<file path="config.mk">
export PLATFORM = sky130hd
export DESIGN_NAME = rxcm_coef
export DESIGN_NICKNAME = d
export VERILOG_FILES = /design/src/rtl/rgb_xyz_color_matrix_core_defines.svh /design/src/rtl/rxcm_pkg.sv /design/src/rtl/rxcm_coef.sv
export SDC_FILE = /design/constraint.sdc
export NUM_CORES = 1
export LEC_CHECK = 0
export BUFFER_PORTS_ARGS = -buffer_cell sky130_fd_sc_hd__clkbuf_2
export CORE_AREA = 3 3 115 117
export DETAILED_ROUTE_END_ITERATION = 8
export DIE_AREA = 0 0 118 120
export PLACE_DENSITY = 0.65
export SLEW_MARGIN = 25
export SYNTH_ARGS = -nofsm -noshare
export SYNTH_HDL_FRONTEND = slang
export SYNTH_SLANG_ARGS = --single-unit
</file>
<file path="constraint.sdc">
create_clock -name clk -period 2.57 [get_ports clk]
set_clock_uncertainty 0.1 [all_clocks]
set_input_delay 0.1285 -clock clk [delete_from_list [all_inputs] [get_ports clk]]
set_output_delay 0.1285 -clock clk [all_outputs]
set_load 0.02 [all_outputs]
</file>
<file path="src/rtl/rgb_xyz_color_matrix_core_defines.svh">
// Assertion helpers for the color matrix core.
`ifndef RGB_XYZ_COLOR_MATRIX_CORE_DEFINES_SVH
`define RGB_XYZ_COLOR_MATRIX_CORE_DEFINES_SVH

// same-cycle implication, checked out of reset
`define RXCM_ASSERT_NOW(label, ante, cons, msg) \
    label: assert property (@(posedge clk) disable iff (!rst_n) (ante) |-> (cons)) \
        else $error(msg);

// next-cycle implication, checked out of reset
`define RXCM_ASSERT_NEXT(label, ante, cons, msg) \
    label: assert property (@(posedge clk) disable iff (!rst_n) (ante) |=> (cons)) \
        else $error(msg);

`endif

</file>
<file path="src/rtl/rxcm_pkg.sv">
package rxcm_pkg;

    localparam int COMP_W = 20;
    localparam int COEF_W = 19;
    localparam int FRAC_W = 16;
    localparam int PROD_W = COMP_W + COEF_W;
    localparam int SUM_W  = PROD_W + 2;
    localparam int NCOMP  = 3;
    localparam int NCOEF  = NCOMP * NCOMP;

    localparam logic GAMUT_SRGB   = 1'b0;
    localparam logic GAMUT_P3     = 1'b1;
    localparam logic MODE_XYZ2RGB = 1'b0;
    localparam logic MODE_RGB2XYZ = 1'b1;

    typedef logic signed [COMP_W-1:0] comp_t;
    typedef logic signed [COEF_W-1:0] coef_t;
    typedef logic signed [PROD_W-1:0] prod_t;
    typedef logic signed [SUM_W-1:0]  sum_t;

    localparam comp_t COMP_MAX = {1'b0, {(COMP_W-1){1'b1}}};
    localparam comp_t COMP_MIN = {1'b1, {(COMP_W-1){1'b0}}};

    typedef coef_t [NCOEF-1:0] coef_set_t;

    typedef struct packed {
        logic  mode;
        comp_t first_in;
        comp_t second_in;
        comp_t third_in;
    } pix_t;

    typedef struct packed {
        comp_t first_out;
        comp_t second_out;
        comp_t third_out;
        logic  clipped;
    } res_t;

    typedef struct packed {
        comp_t [NCOMP-1:0] comp;
        coef_set_t         coef;
    } stg1_t;

    typedef struct packed {
        prod_t [NCOEF-1:0] prod;
    } stg2_t;

    typedef struct packed {
        sum_t [NCOMP-1:0] sum;
    } stg3_t;

    // Q2.16 coefficients, row-major: entry row*3+col
    function automatic coef_set_t coef_lookup(input logic gamut, input logic mode);
        coef_set_t c;
        c = '0;
        if (gamut == GAMUT_SRGB && mode == MODE_XYZ2RGB) begin
            c[0] = 19'sd212400;  c[1] = -19'sd100754; c[2] = -19'sd32677;
            c[3] = -19'sd63520;  c[4] = 19'sd122943;  c[5] = 19'sd2723;
            c[6] = 19'sd3646;    c[7] = -19'sd13368;  c[8] = 19'sd69270;
        end else if (gamut == GAMUT_SRGB && mode == MODE_RGB2XYZ) begin
            c[0] = 19'sd27026;   c[1] = 19'sd23435;   c[2] = 19'sd11828;
            c[3] = 19'sd13936;   c[4] = 19'sd46869;   c[5] = 19'sd4731;
            c[6] = 19'sd1267;    c[7] = 19'sd7812;    c[8] = 19'sd62294;
        end else if (gamut == GAMUT_P3 && mode == MODE_XYZ2RGB) begin
            c[0] = 19'sd163414;  c[1] = -19'sd61039;  c[2] = -19'sd26392;
            c[3] = -19'sd54361;  c[4] = 19'sd115518;  c[5] = 19'sd1548;
            c[6] = 19'sd2349;    c[7] = -19'sd4992;   c[8] = 19'sd62710;
        end else begin
            c[0] = 19'sd31888;   c[1] = 19'sd17411;   c[2] = 19'sd12990;
            c[3] = 19'sd15006;   c[4] = 19'sd45334;   c[5] = 19'sd5196;
            c[6] = 19'sd0;       c[7] = 19'sd2957;    c[8] = 19'sd68416;
        end
        return c;
    endfunction

endpackage

</file>
<file path="src/rtl/rxcm_coef.sv">
module rxcm_coef (
    input  logic           clk,
    input  logic           rst_n,
    input  logic           in_valid,
    output logic           in_ready,
    input  rxcm_pkg::pix_t in_item,
    input  logic           gamut,
    output logic           out_valid,
    input  logic           out_ready,
    output rxcm_pkg::stg1_t out_item
);
    import rxcm_pkg::*;

    logic  valid_reg;
    stg1_t item_reg;
    stg1_t item_next;

    assign in_ready  = !valid_reg || out_ready;
    assign out_valid = valid_reg;
    assign out_item  = item_reg;

    always_comb
    begin
        item_next.comp[0] = in_item.first_in;
        item_next.comp[1] = in_item.second_in;
        item_next.comp[2] = in_item.third_in;
        item_next.coef    = coef_lookup(gamut, in_item.mode);
    end

    always_ff @(posedge clk or negedge rst_n)
    begin
        if (!rst_n)
            valid_reg <= 1'b0;
        else if (in_ready)
            valid_reg <= in_valid;
    end

    always_ff @(posedge clk)
    begin
        if (in_ready && in_valid)
            item_reg <= item_next;
    end

endmodule

</file>
==> run metrics <==
outcome complete, no violations; worst-margin pin slew 0.7653 ns; Hold Startpoint out_ready; filler instances 1134; Post-Synthesis Cells 257; crit path max-delay cell type edfxtp_1; CP Buf/Inv Count 1; TritonCTS clock tree done; WP data required 2.34 ns; Critical Path Fanout Max 26; YS warnings 0; kind of critical path flip-flop to output pin; crit path capture out_item[151]; leakage 2.419 nW; Final Hold Viols 0; final instance area 0.004980 mm^2; gpl congestion 0.7289; pre-CTS setup slack 1.108 ns; Post-synth EDFFs 74; CP max stage delay 0.84 ns; GRT Overall Usage 11.91%; Post-Place Cell Area between 0.004 and 0.005 mm^2; Synth area leader edfxtp_1; nets@finish around 540; Post-DRT Antenna Nets 0; worst setup path startpoint out_item[162]; Starting DRT DRC Count 81; Final TNS setup 0 ns; HP Class primary input to flip-flop; Ports between 200 and 300; delay-heaviest family, CP flip-flops; post-synthesis mux area share 0%; Max Clk Rate about 590 MHz; die area about 0.014 mm^2; Adder-Cell Fraction of Synth Area 1.742%; capture point of the worst reg-to-reg path out_item[158]; RSZ-0062 raised after global routing no; most frequent cell after synthesis buf_4; share of synthesized registers carrying an async set or reset 1.333%; internal reg-to-reg setup slack 1.08 ns; Data arrival, critical path 1.47 ns; Final HPWL DP around 5.8 mm; PortBufs about 250; vias in the first global route about 2300; maximum buffer depth of the clock tree 2; final setup violation count 0; Crit path depth 1; CTS sink cnt 75; die width 118 um; slew margin rel. 48.98%; Site Rows 41; final cycle utilization of the critical path 66.19%; initial antenna violation count 0; Max IR drop VDD 432.3 uV; RR Startpoint out_valid; Netlist Area Pre-Place 0.003591 mm^2; Synth top area share 61.88%; Die H 120 um; first-pass GRT wire length 12.74 mm; via count 2336; largest net degree at the start of global routing 75; Yosys cell types 15; Root Driver clkbuf_16; clock-pin transition on the worst setup and hold timing paths 0.06 ns; worst setup margin 0.8690 ns; Final Slew Violations 0; largest family of logic cells by synthesized area buffers and inverters; CTS Buf Count 9; sequential area share after synthesis 62.58%; worst skew pair latency 0.33 ns; Tmin final 1.701 ns; max cap viols 0; Synth top cells by count 157 x buf_4, 74 x edfxtp_1, 5 x ha_1, 5 x inv_1; iteration count of the initial detailed-routing pass 4; Synth area leaders edfxtp_1 62%, buf_4 33%, ha_1 1.7%; depth of the CTS H-tree 3; pwr dens about 650 mW/mm^2; total length of routed wires 8.697 mm; vias per std cell around 3.6; DR DRC count 0; Synth Area in XOR/XNOR 0%; Main synth FF type edfxtp_1; critical path, cell by cell clkbuf_2; area growth from synthesis to layout 38.68%; Worst Reg-to-Reg Cells 3; antenna fix cells 0; flops & latches, synth between 70 and 80; complex-gate fraction of the synthesized area 0%; Post-Synth Simple-Gate Area roughly 2.1%; layout cells sized above 1 57.77%; CP Capture Type output pin; core area 0.01247 mm^2; routed length per instance 13.42 um; Post-Syn Area per Cell 13.97 um^2; grt ovf 0; post-CTS setup buffers 0; Critical Path Start Type flip-flop; Initial Utilization about 29%
==> layout make-up <==
type	count	area, um^2	share of cell area, %
flip-flops and latches	75	2247	45.13
repair buffers	318	1922	38.59
multi-input cells	62	306.5	6.156
clock buffers	9	225.2	4.523
well taps	172	215.2	4.322
clock inverters	7	45.04	0.9045
inverters	5	18.77	0.3769
==> layout by cell type (no fill, tap or decap), drive strengths merged, types with 2 or more instances in the layout <==
cell,synthesis,routed
ha,5,5
conb,2,44
and2,2,2
nand2b,2,2
clkbuf,0,263
inv,5,5
nor2,2,2
dlygate4sd3,0,63
nand2,2,2
clkinv,0,7
and2b,2,2
edfxtp,74,74
==> worst reg2reg max path: cells and delay by family, from the launching register on <==
kind	cells	cell delay (ns)
and+or+nand+nor	2	0.31
DFF	1	0.37
buffers and inverters	1	0.32
==> layer usage <==
metal	global-route usage, %	routed length, um	vias to the layer above
met3	4.854	968	7
met4	4.835	81	0
met2	20.80	4630	190
li1	-	-	1076
met1	12.84	3017	1063
met5	0	0	-
==> power breakdown <==
group	leakage [nW]	internal, mW	switching (mW)	total (mW)
registers	0.713	1.43	0.0485	1.48
clock network	0.137	0.649	0.487	1.14
logic	1.57	0.216	0.412	0.628
total	2.42	2.30	0.947	3.24
==> worst min path at each step <==
stage | slack [ns] | cells after the start | endpoint
floorplan | -0.27 | 0 | out_valid
global placement | -0.20 | 1 | out_valid
detailed placement | -0.19 | 1 | out_valid
CTS | 0.008 | 2 | out_valid
global route | 0.08 | 3 | out_valid
finish | 0.06 | 3 | out_valid
==> state kept, by name, indices dropped and copies added (netlist names) <==
register   flops
out_item      74
out_valid      1
==> cells by family (layout without fill, tap and decap cells) <==
group,count (synthesis),count (layout)
adders and majority gates,5,5
buffers and inverters,162,339
DFF,75,75
and+or+nand+nor,13,13
other,2,44
==> what timing repair did <==
action,in CTS,in global routing
hold buffers,62,1
resized for setup,0,0
endpoints found under the hold margin,62,1
==> through the flow <==
| stage | util (%) | std cells | power (mW) | hold WS [ns] |
|---|---|---|---|---|
| floorplan | - | 299 | 2.011 | -0.2671 |
| global placement | 32.72 | 569 | 2.050 | -0.1971 |
| detailed placement | 32.72 | 569 | 2.054 | -0.1911 |
| CTS | 39.87 | 647 | 3.259 | 0.007545 |
| global route | 39.95 | 648 | 3.373 | 0.08010 |
| finish | 39.95 | 648 | 3.243 | 0.06077 |
Note: power is estimated with default switching activity, not from simulation.
