==> config.mk <==
export PLATFORM = sky130hd
export DESIGN_NAME = rxcm_acc
export DESIGN_NICKNAME = d
export VERILOG_FILES = /design/src/rtl/rgb_xyz_color_matrix_core_defines.svh /design/src/rtl/rxcm_pkg.sv /design/src/rtl/rxcm_acc.sv
export SDC_FILE = /design/constraint.sdc
export NUM_CORES = 1
export LEC_CHECK = 0
export ABC_CLOCK_PERIOD_IN_PS = 3590
export BUFFER_PORTS_ARGS = -buffer_cell sky130_fd_sc_hd__buf_2
export CORE_ASPECT_RATIO = 1.75
export CORE_MARGIN = 5
export CORE_UTILIZATION = 40
export CTS_CLUSTER_SIZE = 10
export DETAILED_ROUTE_END_ITERATION = 10
export PLACE_DENSITY = 0.71
export SYNTH_ARGS = -nofsm -noshare
export SYNTH_HDL_FRONTEND = slang
export SYNTH_SLANG_ARGS = --single-unit
==> constraint.sdc <==
create_clock -name clk -period 3.59 [get_ports clk]
set_clock_uncertainty 0.05 [all_clocks]
set_input_delay 0.1795 -clock clk [delete_from_list [all_inputs] [get_ports clk]]
set_output_delay 0.1795 -clock clk [all_outputs]
set_load 0.02 [all_outputs]
==> src/rtl/rgb_xyz_color_matrix_core_defines.svh <==
// Assertion helpers for the color matrix core.
`ifndef RGB_XYZ_COLOR_MATRIX_CORE_DEFINES_SVH
`define RGB_XYZ_COLOR_MATRIX_CORE_DEFINES_SVH

// same-cycle implication, checked out of reset
`define RXCM_ASSERT_NOW(label, ante, cons, msg) \
    label: assert property (@(posedge clk) disable iff (!rst_n) (ante) |-> (cons)) \
        else $error(msg);

// next-cycle implication, checked out of reset
`define RXCM_ASSERT_NEXT(label, ante, cons, msg) \
    label: assert property (@(posedge clk) disable iff (!rst_n) (ante) |=> (cons)) \
        else $error(msg);

`endif

==> src/rtl/rxcm_pkg.sv <==
package rxcm_pkg;

    localparam int COMP_W = 20;
    localparam int COEF_W = 19;
    localparam int FRAC_W = 16;
    localparam int PROD_W = COMP_W + COEF_W;
    localparam int SUM_W  = PROD_W + 2;
    localparam int NCOMP  = 3;
    localparam int NCOEF  = NCOMP * NCOMP;

    localparam logic GAMUT_SRGB   = 1'b0;
    localparam logic GAMUT_P3     = 1'b1;
    localparam logic MODE_XYZ2RGB = 1'b0;
    localparam logic MODE_RGB2XYZ = 1'b1;

    typedef logic signed [COMP_W-1:0] comp_t;
    typedef logic signed [COEF_W-1:0] coef_t;
    typedef logic signed [PROD_W-1:0] prod_t;
    typedef logic signed [SUM_W-1:0]  sum_t;

    localparam comp_t COMP_MAX = {1'b0, {(COMP_W-1){1'b1}}};
    localparam comp_t COMP_MIN = {1'b1, {(COMP_W-1){1'b0}}};

    typedef coef_t [NCOEF-1:0] coef_set_t;

    typedef struct packed {
        logic  mode;
        comp_t first_in;
        comp_t second_in;
        comp_t third_in;
    } pix_t;

    typedef struct packed {
        comp_t first_out;
        comp_t second_out;
        comp_t third_out;
        logic  clipped;
    } res_t;

    typedef struct packed {
        comp_t [NCOMP-1:0] comp;
        coef_set_t         coef;
    } stg1_t;

    typedef struct packed {
        prod_t [NCOEF-1:0] prod;
    } stg2_t;

    typedef struct packed {
        sum_t [NCOMP-1:0] sum;
    } stg3_t;

    // Q2.16 coefficients, row-major: entry row*3+col
    function automatic coef_set_t coef_lookup(input logic gamut, input logic mode);
        coef_set_t c;
        c = '0;
        if (gamut == GAMUT_SRGB && mode == MODE_XYZ2RGB) begin
            c[0] = 19'sd212400;  c[1] = -19'sd100754; c[2] = -19'sd32677;
            c[3] = -19'sd63520;  c[4] = 19'sd122943;  c[5] = 19'sd2723;
            c[6] = 19'sd3646;    c[7] = -19'sd13368;  c[8] = 19'sd69270;
        end else if (gamut == GAMUT_SRGB && mode == MODE_RGB2XYZ) begin
            c[0] = 19'sd27026;   c[1] = 19'sd23435;   c[2] = 19'sd11828;
            c[3] = 19'sd13936;   c[4] = 19'sd46869;   c[5] = 19'sd4731;
            c[6] = 19'sd1267;    c[7] = 19'sd7812;    c[8] = 19'sd62294;
        end else if (gamut == GAMUT_P3 && mode == MODE_XYZ2RGB) begin
            c[0] = 19'sd163414;  c[1] = -19'sd61039;  c[2] = -19'sd26392;
            c[3] = -19'sd54361;  c[4] = 19'sd115518;  c[5] = 19'sd1548;
            c[6] = 19'sd2349;    c[7] = -19'sd4992;   c[8] = 19'sd62710;
        end else begin
            c[0] = 19'sd31888;   c[1] = 19'sd17411;   c[2] = 19'sd12990;
            c[3] = 19'sd15006;   c[4] = 19'sd45334;   c[5] = 19'sd5196;
            c[6] = 19'sd0;       c[7] = 19'sd2957;    c[8] = 19'sd68416;
        end
        return c;
    endfunction

endpackage

==> src/rtl/rxcm_acc.sv <==
module rxcm_acc (
    input  logic            clk,
    input  logic            rst_n,
    input  logic            in_valid,
    output logic            in_ready,
    input  rxcm_pkg::stg2_t in_item,
    output logic            out_valid,
    input  logic            out_ready,
    output rxcm_pkg::stg3_t out_item
);
    import rxcm_pkg::*;

    localparam sum_t ROUND_BIAS = SUM_W'(2 ** (FRAC_W - 1));

    logic  valid_reg;
    stg3_t item_reg;
    stg3_t item_next;

    assign in_ready  = !valid_reg || out_ready;
    assign out_valid = valid_reg;
    assign out_item  = item_reg;

    // row sum with the half-LSB bias folded in
    always_comb
    begin
        for (int r = 0; r < NCOMP; r++) begin
            item_next.sum[r] = SUM_W'(in_item.prod[r*NCOMP])
                             + SUM_W'(in_item.prod[r*NCOMP+1])
                             + SUM_W'(in_item.prod[r*NCOMP+2])
                             + ROUND_BIAS;
        end
    end

    always_ff @(posedge clk or negedge rst_n)
    begin
        if (!rst_n)
            valid_reg <= 1'b0;
        else if (in_ready)
            valid_reg <= in_valid;
    end

    always_ff @(posedge clk)
    begin
        if (in_ready && in_valid)
            item_reg <= item_next;
    end

endmodule

==> out/metrics.yaml <==
critical_path:
  critPathTopFamily: "compound AO/OA/AOI/OAI gates"
  r2r_setup_slack_ns: 1.69
  critical_path_buf_inv_count: 4
  cp.arrival_ns: 3.66
  crit_required_ns: 3.73
  critPathMaxFanout: 3
  path_cells: "buf_6, inv_2, fa_1, inv_2, ha_4, ha_4, inv_2, fa_2, and4b_1, a221oi_2, o21a_1, o311ai_2, nand2_1, o31a_1, o211ai_1, o221a_1, xnor2_1"
  cp-end-kind: "register"
  path_class: "primary input to register"
  max_stage_delay_ns: 0.55
  startpoint_type: "primary input"
  critical_path.slowest_cell: "fa_1"
  path_common_cell: "inv_2"
synthesis:
  async_reset_ff_frac: 0.00806
  synth-warning-count: 0
  synth_cell_types: 61
  yosysMostFrequentCell: "inv_1"
  ys.flop_type: "edfxtp_1"
  synth_enable_flop_cells: 123
  postSynthAreaPerCell_sq_um: 9.02
  synth_nets: 2405
  syn_area_sq_um: 15300
  synth_top_area_frac: 0.241
  synth_seq_cells: 124
  synth_top_cells_by_count: "519 x inv_1, 231 x ha_1, 123 x edfxtp_1"
  synth_area_leaders: "edfxtp_1 24%, ha_1 19%, fa_1 16%"
  seq_area_frac_synth: 0.243
  yosys.area.top_type: "edfxtp_1"
  syn_inst: 1699
clock_tree:
  cts.reportedPaths.clkPinSlew_ns: 0.06
  clock-sinks: 124
  cts_buffers: 17
  htree_levels: 4
  cts_root_buf: "clkbuf_16"
  clockBufferDepth: 2
  cts_tree: "built"
  clkLatencyLatePin_ns: 0.43
drt:
  num_vias: 14000
  routed_via_density: 4.90
  drt_wl_total_um: 47800
  antenna_left: 0
  wl_per_cell_um: 16.8
  drtIter0Drc: 494
  post-route-drc-count: 0
  drt_pass1_iterations: 5
job:
  cap_violations: 0
floorplan:
  initial_core_util: 0.402
  die_area_sq_um: 42500
  die_h_um: 269
  ios: 480
  core_sq_um: 38200
  rows: 95
  die_w_um: 158
timing:
  rsz0062_at_grt: "yes"
  timing.final.hold_violations: 0
  timing.fmax_mhz: 284
  setup_violations: 0
  finalCriticalPeriod_ns: 3.52
  max_slew_margin: 0.570
  slew_viol_final: 0
  layout_setup_ws_ns: 0.0726
  fin_crit_sh: 0.980
  worst_slew_pin_slew_ns: 0.642
placement:
  dpl.hpwl_um: 41900
  io_buffer_count: 479
  dp_slack_ns: -0.564
  place_congestion: 0.912
  postPlaceCellArea_sq_um: 19500
final_layout:
  syn_to_final_growth_pct: 32.6
  finish.instance_area_sq_um: 20300
  final-seq-area_sq_um: 3720
  final_core_utilization: 0.533
  final_layout_size_suffix_gt1_frac: 0.297
  fin_nets: 3061
  multi_input_area_sq_um: 9720
  fill_cells: 3554
global_route:
  grt_usage: 0.221
  grt_antenna_before_repair: 2
  grt_max_degree: 62
  grt_overflow: 0
  grt_pass1_vias: 15100
  grt_pass1_wl_um: 73000
pwr:
  ir_drop_mv: 0.291
  p_leak_nw: 11.5
  total_power_mw: 10.4
  power_density_nw_per_um2: 511
min_path:
  hold_path.class: "primary input to register"
run_status:
  outcome: "finished, final reports clean"
==> metrics by stage <==
| stage | TNS (ns) | instances | hold WS [ns] |
|---|---|---|---|
| 2_1_floorplan | 0 | 1699 | -0.166 |
| 3_3_place_gp | -12.41 | 2811 | -0.0951 |
| 3_5_place_dp | -13.57 | 2811 | -0.0952 |
| 4_1_cts | -0.00574 | 2847 | 0.0101 |
| 5_1_grt | -0.103 | 2854 | 0.00903 |
| 6_report | 0 | 2855 | 0.0283 |
==> layout make-up <==
type,count,area share
multi-input cells,1042,0.478
clock inverters,14,0.00868
inverters,519,0.0959
diodes,2,0.000246
well taps,485,0.0299
flip-flops and latches,124,0.183
repair buffers,651,0.183
clock buffers,18,0.0211
==> worst paths after layout <==
kind,end,startpoint,cells past startpoint
hold / removal,out_valid$_DFFE_PN0N_,out_ready,3
max in group asynchronous,out_valid$_DFFE_PN0N_,rst_n,3
min in group asynchronous,out_valid$_DFFE_PN0N_,rst_n,3
hold reg to reg,out_valid$_DFFE_PN0N_,out_valid$_DFFE_PN0N_,2
setup reg to reg,out_item[40]$_DFFE_PP_,out_valid$_DFFE_PN0N_,3
setup / recovery,out_item[81]$_DFFE_PP_,in_item[197],17
==> power breakdown <==
part           switching [mW]  internal [mW]  leakage, nW
sequential              0.122           2.21         1.18
clock                   0.705           1.15        0.286
combinational            3.43           2.76         9.99
==> worst reg2reg max path: stages (launching register included) <==
cell and delay, ns:
dfrtp_1 0.38, nand2b_1 0.12, and2_4 0.47, buf_4 0.49
==> registers in the layout, summed over array words and instances (netlist names) <==
name / count
out_valid: 1
out_item: 123
==> routing by layer <==
layer	part of all wire	GRT usage
met1	0.33	0.211
met2	0.56	0.445
met3	0.062	0.0414
met4	0.043	0.0983
met5	0	0
==> cell usage in the layout, fill, tap and decap left out, types with 52 or more instances in the layout <==
cell type  count
ha_1         227
edfxtp_1     123
buf_2        478
nand2_1       71
buf_4        168
inv_1        514
a21o_1        55
fa_1         118
nor2_1        64
o21ai_0       52
a21oi_1      103
xnor2_1       68
==> cells by family (layout without fill, tap and decap cells) <==
logic type / count (synthesis) / count (layout) / share of synthesized area
buffers and inverters: 533 / 1202 / 0.131
adder cells (fa/ha/maj): 351 / 351 / 0.345
AO/OA/AOI/OAI: 332 / 332 / 0.141
AND/OR/NAND/NOR: 256 / 256 / 0.0811
flip-flops: 124 / 124 / 0.243
XOR/XNOR: 102 / 102 / 0.0583
multiplexers: 1 / 1 / 0.000653
other: 0 / 2 / 0
==> repair_timing <==
action,in CTS,in global routing
hold endpoints to repair,2,0
buffers inserted,1,6
pin swaps,2,28
gates resized for setup,1,26
hold buffers,3,0
setup endpoints to repair,4,22
Power figures use the tool's default switching activity.
