$ cat src/rtl/rgb_xyz_color_matrix_core_defines.svh
// Assertion helpers for the color matrix core.
`ifndef RGB_XYZ_COLOR_MATRIX_CORE_DEFINES_SVH
`define RGB_XYZ_COLOR_MATRIX_CORE_DEFINES_SVH

// same-cycle implication, checked out of reset
`define RXCM_ASSERT_NOW(label, ante, cons, msg) \
    label: assert property (@(posedge clk) disable iff (!rst_n) (ante) |-> (cons)) \
        else $error(msg);

// next-cycle implication, checked out of reset
`define RXCM_ASSERT_NEXT(label, ante, cons, msg) \
    label: assert property (@(posedge clk) disable iff (!rst_n) (ante) |=> (cons)) \
        else $error(msg);

`endif

$ cat src/rtl/rxcm_pkg.sv
package rxcm_pkg;

    localparam int COMP_W = 20;
    localparam int COEF_W = 19;
    localparam int FRAC_W = 16;
    localparam int PROD_W = COMP_W + COEF_W;
    localparam int SUM_W  = PROD_W + 2;
    localparam int NCOMP  = 3;
    localparam int NCOEF  = NCOMP * NCOMP;

    localparam logic GAMUT_SRGB   = 1'b0;
    localparam logic GAMUT_P3     = 1'b1;
    localparam logic MODE_XYZ2RGB = 1'b0;
    localparam logic MODE_RGB2XYZ = 1'b1;

    typedef logic signed [COMP_W-1:0] comp_t;
    typedef logic signed [COEF_W-1:0] coef_t;
    typedef logic signed [PROD_W-1:0] prod_t;
    typedef logic signed [SUM_W-1:0]  sum_t;

    localparam comp_t COMP_MAX = {1'b0, {(COMP_W-1){1'b1}}};
    localparam comp_t COMP_MIN = {1'b1, {(COMP_W-1){1'b0}}};

    typedef coef_t [NCOEF-1:0] coef_set_t;

    typedef struct packed {
        logic  mode;
        comp_t first_in;
        comp_t second_in;
        comp_t third_in;
    } pix_t;

    typedef struct packed {
        comp_t first_out;
        comp_t second_out;
        comp_t third_out;
        logic  clipped;
    } res_t;

    typedef struct packed {
        comp_t [NCOMP-1:0] comp;
        coef_set_t         coef;
    } stg1_t;

    typedef struct packed {
        prod_t [NCOEF-1:0] prod;
    } stg2_t;

    typedef struct packed {
        sum_t [NCOMP-1:0] sum;
    } stg3_t;

    // Q2.16 coefficients, row-major: entry row*3+col
    function automatic coef_set_t coef_lookup(input logic gamut, input logic mode);
        coef_set_t c;
        c = '0;
        if (gamut == GAMUT_SRGB && mode == MODE_XYZ2RGB) begin
            c[0] = 19'sd212400;  c[1] = -19'sd100754; c[2] = -19'sd32677;
            c[3] = -19'sd63520;  c[4] = 19'sd122943;  c[5] = 19'sd2723;
            c[6] = 19'sd3646;    c[7] = -19'sd13368;  c[8] = 19'sd69270;
        end else if (gamut == GAMUT_SRGB && mode == MODE_RGB2XYZ) begin
            c[0] = 19'sd27026;   c[1] = 19'sd23435;   c[2] = 19'sd11828;
            c[3] = 19'sd13936;   c[4] = 19'sd46869;   c[5] = 19'sd4731;
            c[6] = 19'sd1267;    c[7] = 19'sd7812;    c[8] = 19'sd62294;
        end else if (gamut == GAMUT_P3 && mode == MODE_XYZ2RGB) begin
            c[0] = 19'sd163414;  c[1] = -19'sd61039;  c[2] = -19'sd26392;
            c[3] = -19'sd54361;  c[4] = 19'sd115518;  c[5] = 19'sd1548;
            c[6] = 19'sd2349;    c[7] = -19'sd4992;   c[8] = 19'sd62710;
        end else begin
            c[0] = 19'sd31888;   c[1] = 19'sd17411;   c[2] = 19'sd12990;
            c[3] = 19'sd15006;   c[4] = 19'sd45334;   c[5] = 19'sd5196;
            c[6] = 19'sd0;       c[7] = 19'sd2957;    c[8] = 19'sd68416;
        end
        return c;
    endfunction

endpackage

$ cat src/rtl/rxcm_sat.sv
module rxcm_sat (
    input  logic            clk,
    input  logic            rst_n,
    input  logic            in_valid,
    output logic            in_ready,
    input  rxcm_pkg::stg3_t in_item,
    output logic            out_valid,
    input  logic            out_ready,
    output rxcm_pkg::res_t  out_item
);
    import rxcm_pkg::*;

    localparam int Q_W = SUM_W - FRAC_W;

    logic             valid_reg;
    res_t             item_reg;
    res_t             item_next;
    comp_t [NCOMP-1:0] val;
    logic [NCOMP-1:0]  ovf;

    assign in_ready  = !valid_reg || out_ready;
    assign out_valid = valid_reg;
    assign out_item  = item_reg;

    // drop fraction (floor), then clamp to Q3.16
    always_comb
    begin
        logic [Q_W-1:0] q;
        for (int r = 0; r < NCOMP; r++) begin
            q = in_item.sum[r][SUM_W-1:FRAC_W];
            ovf[r] = !((&q[Q_W-1:COMP_W-1]) || !(|q[Q_W-1:COMP_W-1]));
            if (ovf[r])
                val[r] = q[Q_W-1] ? COMP_MIN : COMP_MAX;
            else
                val[r] = q[COMP_W-1:0];
        end
        item_next.first_out  = val[0];
        item_next.second_out = val[1];
        item_next.third_out  = val[2];
        item_next.clipped    = |ovf;
    end

    always_ff @(posedge clk or negedge rst_n)
    begin
        if (!rst_n)
            valid_reg <= 1'b0;
        else if (in_ready)
            valid_reg <= in_valid;
    end

    always_ff @(posedge clk)
    begin
        if (in_ready && in_valid)
            item_reg <= item_next;
    end

endmodule

$ cat config.mk
export PLATFORM = sky130hd
export DESIGN_NAME = rxcm_sat
export DESIGN_NICKNAME = d
export VERILOG_FILES = /design/src/rtl/rgb_xyz_color_matrix_core_defines.svh /design/src/rtl/rxcm_pkg.sv /design/src/rtl/rxcm_sat.sv
export SDC_FILE = /design/constraint.sdc
export NUM_CORES = 1
export LEC_CHECK = 0
export BUFFER_PORTS_ARGS = -buffer_cell sky130_fd_sc_hd__buf_4
export CORE_ASPECT_RATIO = 2
export CORE_MARGIN = 3
export CORE_UTILIZATION = 40
export DETAILED_ROUTE_END_ITERATION = 16
export PLACE_DENSITY_LB_ADDON = 0.1
export SLEW_MARGIN = 20
export SYNTH_ARGS = -nofsm -noshare
export SYNTH_HDL_FRONTEND = slang
export SYNTH_SLANG_ARGS = --single-unit
$ cat constraint.sdc
create_clock -name clk -period 2.5 [get_ports clk]
set_input_delay 0.25 -clock clk [delete_from_list [all_inputs] [get_ports clk]]
set_output_delay 0.25 -clock clk [all_outputs]
set_load 0.03 [all_outputs]
==> results of run 1 <==
cell type report:
class / count / share of cell area [%]
Clock inverter: 6 / 0.722
Timing Repair Buffer: 147 / 27.7
Clock buffer: 10 / 5.74
Tap cell: 86 / 2.70
Sequential cell: 62 / 46.6
Multi-Input combinational cell: 79 / 16.5
flip-flops by register name, summed over array words and instances, names as in the netlist:
| name | flops |
|---|---|
| out_item | 61 |
| out_valid | 1 |
synthesized netlist by cell type:
master	number	area, um^2
buf_4	4	30.0
a22o_1	3	26.3
nor2_1	3	11.3
buf_2	3	15.0
edfxtp_1	61	1830
and4_4	3	33.8
and2_1	4	25.0
a21o_1	57	428
dfrtp_1	1	25.0
clkbuf_1	2	7.51
buf_6	3	33.8
nand2b_1	2	12.5
a221oi_4	3	78.8
nor4_2	3	37.5
nand3_1	1	5.00
where the power goes:
part           internal, mW  leakage [nW]  total, mW  switching (mW)
registers              1.22         0.590       1.24          0.0150
logic                 0.196          1.18      0.431           0.235
clock network         0.655         0.133       1.05           0.392
total                  2.07          1.91       2.71           0.641
per-stage QoR:
stage                     power [mW]  hold slack, ns  utilization [%]  worst slack [ns]
after floorplan                 1.48         -0.0456                -             0.405
after global placement          1.68          0.0255             59.0             0.681
after detailed placement        1.69          0.0264             59.0             0.664
after CTS                       2.76           0.120             63.2             0.997
after global routing            2.82           0.137             63.2             0.868
final                           2.71           0.136             63.2              1.01
worst min path at each step:
stage	start	slack [ns]	endpoint
6_report	in_valid	0.14	out_valid
4_1_cts	in_valid	0.12	out_valid
3_3_place_gp	rst_n	0.03	out_valid
5_1_grt	in_valid	0.14	out_valid
3_5_place_dp	rst_n	0.03	out_valid
2_1_floorplan	rst_n	-0.05	out_valid
cells in the final DEF (no fill, tap or decap):
master	instances
dfrtp_1	1
clkinv_1	1
nor2_1	3
edfxtp_1	61
nand3_1	1
dlygate4sd3_1	1
a221oi_4	3
and2_2	1
buf_4	146
clkinv_2	5
clkbuf_1	1
a21o_1	57
and2_1	3
and4_4	3
clkbuf_16	9
nand2b_1	2
a22o_1	3
nor4_2	3
worst reg2reg max path, delay by kind of cell, from the launching register on:
kind	cells	cell delay, ns
buf+inv	1	0.41
simple gates	2	0.27
flops	1	0.37
cell families (layout without fill, tap and decap cells):
group	after synthesis	count (layout)	synth area share [%]
AO/OA/AOI/OAI	63	63	20.5
buffers and inverters	12	163	3.32
flip-flops	62	62	71.4
AND/OR/NAND/NOR	16	16	4.81
metal layers:
layer / part of all wire [%] / vias up
met5: 0 / -
met3: 12 / 12
met2: 51 / 108
li1: - / 892
met1: 35 / 840
met4: 2.6 / 0
==> flow_summary.ini, run 1 <==
[run_status]
outcome = complete, no violations

[cells_and_area]
multiInputGateArea_um2 = 659
n_antenna_cell = 0
syn_to_final_growth_pct = 53.3
layout-drive-gt1-share_pct = 55.9
nets = 426
fill_cells = 528
design_area_um2 = 3990
final_cells = 390
seq_area_um2 = 1860

[sta]
finalHoldViolCount = 0
tns_ns = 0
drv_slew = 0
finClkSkew_ns = 0.00258
fmax_ghz = 0.671
timing.final.crit_share_pct = 59.6
setup_viol = 0
tightest_slew_ns = 0.809
rsz0062_at_grt = no
period_minus_slack_ns = 1.49
maxSlewHeadroom_pct = 46.0

[place]
dpl_cell_area_um2 = 3720
dpl.cell_count = 373
routabilityCongestion = 0.757
dpl.hpwl_um = 4380
port_buffers = 141

[worst_setup_path]
worst-path-stages = 5
path_buf_inv = 2
worstPathCellList = buf_4 > nor4_2 > a22o_1 > buf_4 > nand3_1
end_kind = flop
crit_end = out_item[0]
path_max_fanout = 12
critPathLaunchType = input port
crit_type = input port to flop
r2r_setup_slack_ns = 1.06
cp_top_family = simple AND/OR/NAND/NOR gates
critPathRequiredTime_ns = 2.55
startpoint = in_item[120]
reg2reg_to = out_item[10]
slowest_delay_ns = 0.45
crit_path_top_delay_cell = a22o_1
timing.rr.start = out_valid
cp.arrival_ns = 1.54
reg2regPathDepth = 3
crit_path_frequent_cell = buf_4

[power]
cellLeakagePower_nw = 1.91
power.density_nw_per_um2 = 681
ir_worst_vdd_uv = 614

[detailed_routing]
drcViolationCount = 0
drt.antenna.violating_nets = 0
totalWireLength_um = 5760
wl_per_cell_um = 14.8
vias = 1852
firstDrtPassIters = 4
avgViaCountPerCell = 4.75
drt_iter0_drc = 70

[floorplan]
coreArea_um2 = 6310
die_w_um = 63.0
pin_count = 190
die_y_um = 120
initial_core_util_pct = 41.2
num_rows = 41
dieArea_um2 = 7570

[grt]
grt_max_degree = 40
grtUsageTotal_pct = 16.2
met2_usage_pct = 26.1
grt_pass1_vias = 1928
use_met3_pct = 7.21
grt_pass1_wl_um = 9370
top_usage_layer = met2
antenna_found_initial = 0
grt.overflow.total = 0
grt_use_met1_pct = 17.5

[clocking]
clk_pin_slew_worst_paths_ns = 0.05
cts_sinks = 62
clockBufferDepth = 2
htreeDepth = 3
cts_tree = yes
cts_buffers = 9
cts_resized = 0
clkLatencyLatePin_ns = 0.31
post_cts_buffers = 0
cts_hold_buf = 1
clockRootBuffer = clkbuf_16

[logic_synthesis]
ys_types = 15
synth_nets = 280
ys_seq_area_share_pct = 71.4
yosys_warnings = 0
syn_area_um2 = 2600
synthCells = 153
syn_area_per_cell_um2 = 17.0
ys_ff_latch = 62

[worst_hold_path]
hold_depth = 2
min-delay-path-class = input port to flop

[job]
max_cap_violations = 0
Note: power is estimated with default switching activity, not from simulation.
==> run 2, diff against run 1 <==
--- a/config.mk
+++ b/config.mk
@@ -8,7 +8,7 @@
 export BUFFER_PORTS_ARGS = -buffer_cell sky130_fd_sc_hd__buf_4
 export CORE_ASPECT_RATIO = 2
 export CORE_MARGIN = 3
-export CORE_UTILIZATION = 40
+export CORE_UTILIZATION = 36
 export DETAILED_ROUTE_END_ITERATION = 16
 export PLACE_DENSITY_LB_ADDON = 0.1
 export SLEW_MARGIN = 20
==> constraint.sdc (replaced) <==
create_clock -name clk -period 1.35 [get_ports clk]
set_input_delay 0.135 -clock clk [delete_from_list [all_inputs] [get_ports clk]]
set_output_delay 0.135 -clock clk [all_outputs]
set_load 0.03 [all_outputs]
==> run 2 against run 1 <==
  * Clock skew is 0.0025 ns higher
  * Clock-buffer cell count is 1 lower
  * Largest cell class unchanged
  * Clock power is 100% higher
  * Hold slack worse by 0.11 ns
  * Utilization is 4.1 points lower
  * Total power is 93% higher
  * Non-clock buffer count is 9 higher
  * Setup slack worse by 0.87 ns
  * Routed wire length is 2.5% higher
  * Largest power group unchanged
  * Sequential power is 85% higher
  * First-iteration DRC count is 4.3% lower
==> flow_summary.ini, run 2 (synthesis results as in run 1) <==
[run_status]
outcome = complete, no violations

[sta]
period_minus_slack_ns = 1.21
setup_viol = 0
fmax_ghz = 0.825
finClkSkew_ns = 0.00506
tns_ns = 0
timing.final.crit_share_pct = 89.8
maxSlewHeadroom_pct = 44.8
drv_slew = 0
tightest_slew_ns = 0.829
timing.final.ws_setup_ns = 0.137
rsz0062_at_grt = no
finalHoldViolCount = 0

[detailed_routing]
totalWireLength_um = 5900
avgViaCountPerCell = 4.64
drt.antenna.violating_nets = 0
firstDrtPassIters = 4
vias = 1870
wl_per_cell_um = 14.6
drt_iter0_drc = 67
drcViolationCount = 0

[cells_and_area]
final_cells = 403
layout_commonest_cell = buf_4
n_antenna_cell = 0
largest_reg_flops = 61
multiInputGateArea_um2 = 668
nets = 435
seq_area_um2 = 1860
final_cell_mix = 152 x buf_4, 61 x edfxtp_1, 57 x a21o_1
fill_cells = 599
layout-drive-gt1-share_pct = 57.2
syn_to_final_growth_pct = 58.8

[place]
dpl.hpwl_um = 4560
port_buffers = 141
routabilityCongestion = 0.700
preCtsSetupSlack_ns = -0.161
dpl.cell_count = 386

[power]
ir_worst_vdd_uv = 816
power_frac_clock_pct = 40.3
combinationalPowerShare_pct = 15.9
seqPwrFrac_pct = 43.8
p_int_mw = 4.04
switchingPower_mw = 1.18
power.density_nw_per_um2 = 1260
cellLeakagePower_nw = 1.98
p_sw_share_pct = 22.6

[grt]
grt_pass1_vias = 1869
grtUsageTotal_pct = 14.5
grt_pass1_wl_um = 9000
grt_max_degree = 36
grt.overflow.total = 0
antenna_found_initial = 0

[floorplan]
dieArea_um2 = 8340
initial_core_util_pct = 37.2
coreArea_um2 = 6990
die_w_um = 66.1
num_rows = 43
pin_count = 190
die_y_um = 126

[clocking]
clockBufferDepth = 2
cts_buffers = 9
cts_sinks = 62
clockRootBuffer = clkbuf_16
cts_tree = yes
clkLatencyLatePin_ns = 0.32
post_cts_buffers = 0
clk_pin_slew_worst_paths_ns = 0.05
htreeDepth = 3

[job]
max_cap_violations = 0

[worst_setup_path]
path_max_fanout = 35
critPathRequiredTime_ns = 1.36
cp.arrival_ns = 1.22
critPathLaunchType = flop
crit_type = flop to flop
end_kind = flop

[worst_hold_path]
min-delay-path-class = input port to flop
## run 2: cell types whose count changed in the layout (fill, tap and decap cells not counted), sizes merged
cell and delta:
bufinv +1, buf +9, clkbuf -1
## run 2: layout make-up
type	instances	share of cell area, %
Multi-Input combinational cell	79	16.2
Clock inverter	7	1.33
Sequential cell	62	45.0
Timing Repair Buffer	156	29.3
Tap cell	90	2.73
Clock buffer	9	5.45
## run 2: timing repair
action,CTS,global route
hold buffers,1,0
gates resized for setup,0,0
endpoints found under the hold margin,1,0
## run 2: through the flow
step,hold WS [ns],power [mW],utilization (%),instance area (um^2)
floorplan,-0.161,2.75,-,2610
detailed placement,-0.0886,3.17,54.9,3840
global route,0.0221,5.45,59.1,4130
finish,0.0253,5.22,59.1,4130
CTS,0.0183,5.31,59.1,4130
global placement,-0.0887,3.15,54.9,3840
## run 2: power by group through the flow
stage	registers, mW	clock network, mW	logic (mW)
2_1_floorplan	2.55	0	0.199
3_3_place_gp	2.32	0	0.830
3_5_place_dp	2.33	0	0.840
4_1_cts	2.29	2.17	0.845
5_1_grt	2.30	2.26	0.891
6_report	2.29	2.10	0.832
## run 2: worst max-delay path: stages, from the launching register on
cell and delay (ns):
dfrtp_2 0.42, nand2b_4 0.08, and2_4 0.17, buf_12 0.21
## run 2: path summary, 6_finish.rpt
path / slack (ns) / cells past startpoint / from / end
setup / recovery: 0.14 / 3 / out_valid / out_item[32]
hold / removal: 0.03 / 2 / in_valid / out_valid
setup reg to reg: 0.14 / 3 / out_valid / out_item[32]
hold reg to reg: 0.54 / 2 / out_valid / out_valid
max in group asynchronous: 1.13 / 2 / rst_n / out_valid
min in group asynchronous: 0.13 / 2 / rst_n / out_valid
## run 2: layer usage
metal | share of wire [%] | global-route usage (%) | routed length, um
met3 | 9.9 | 6.16 | 585
met2 | 54 | 24.0 | 3170
met1 | 35 | 15.7 | 2050
met5 | 0 | 0 | 0
met4 | 1.6 | 6.47 | 94
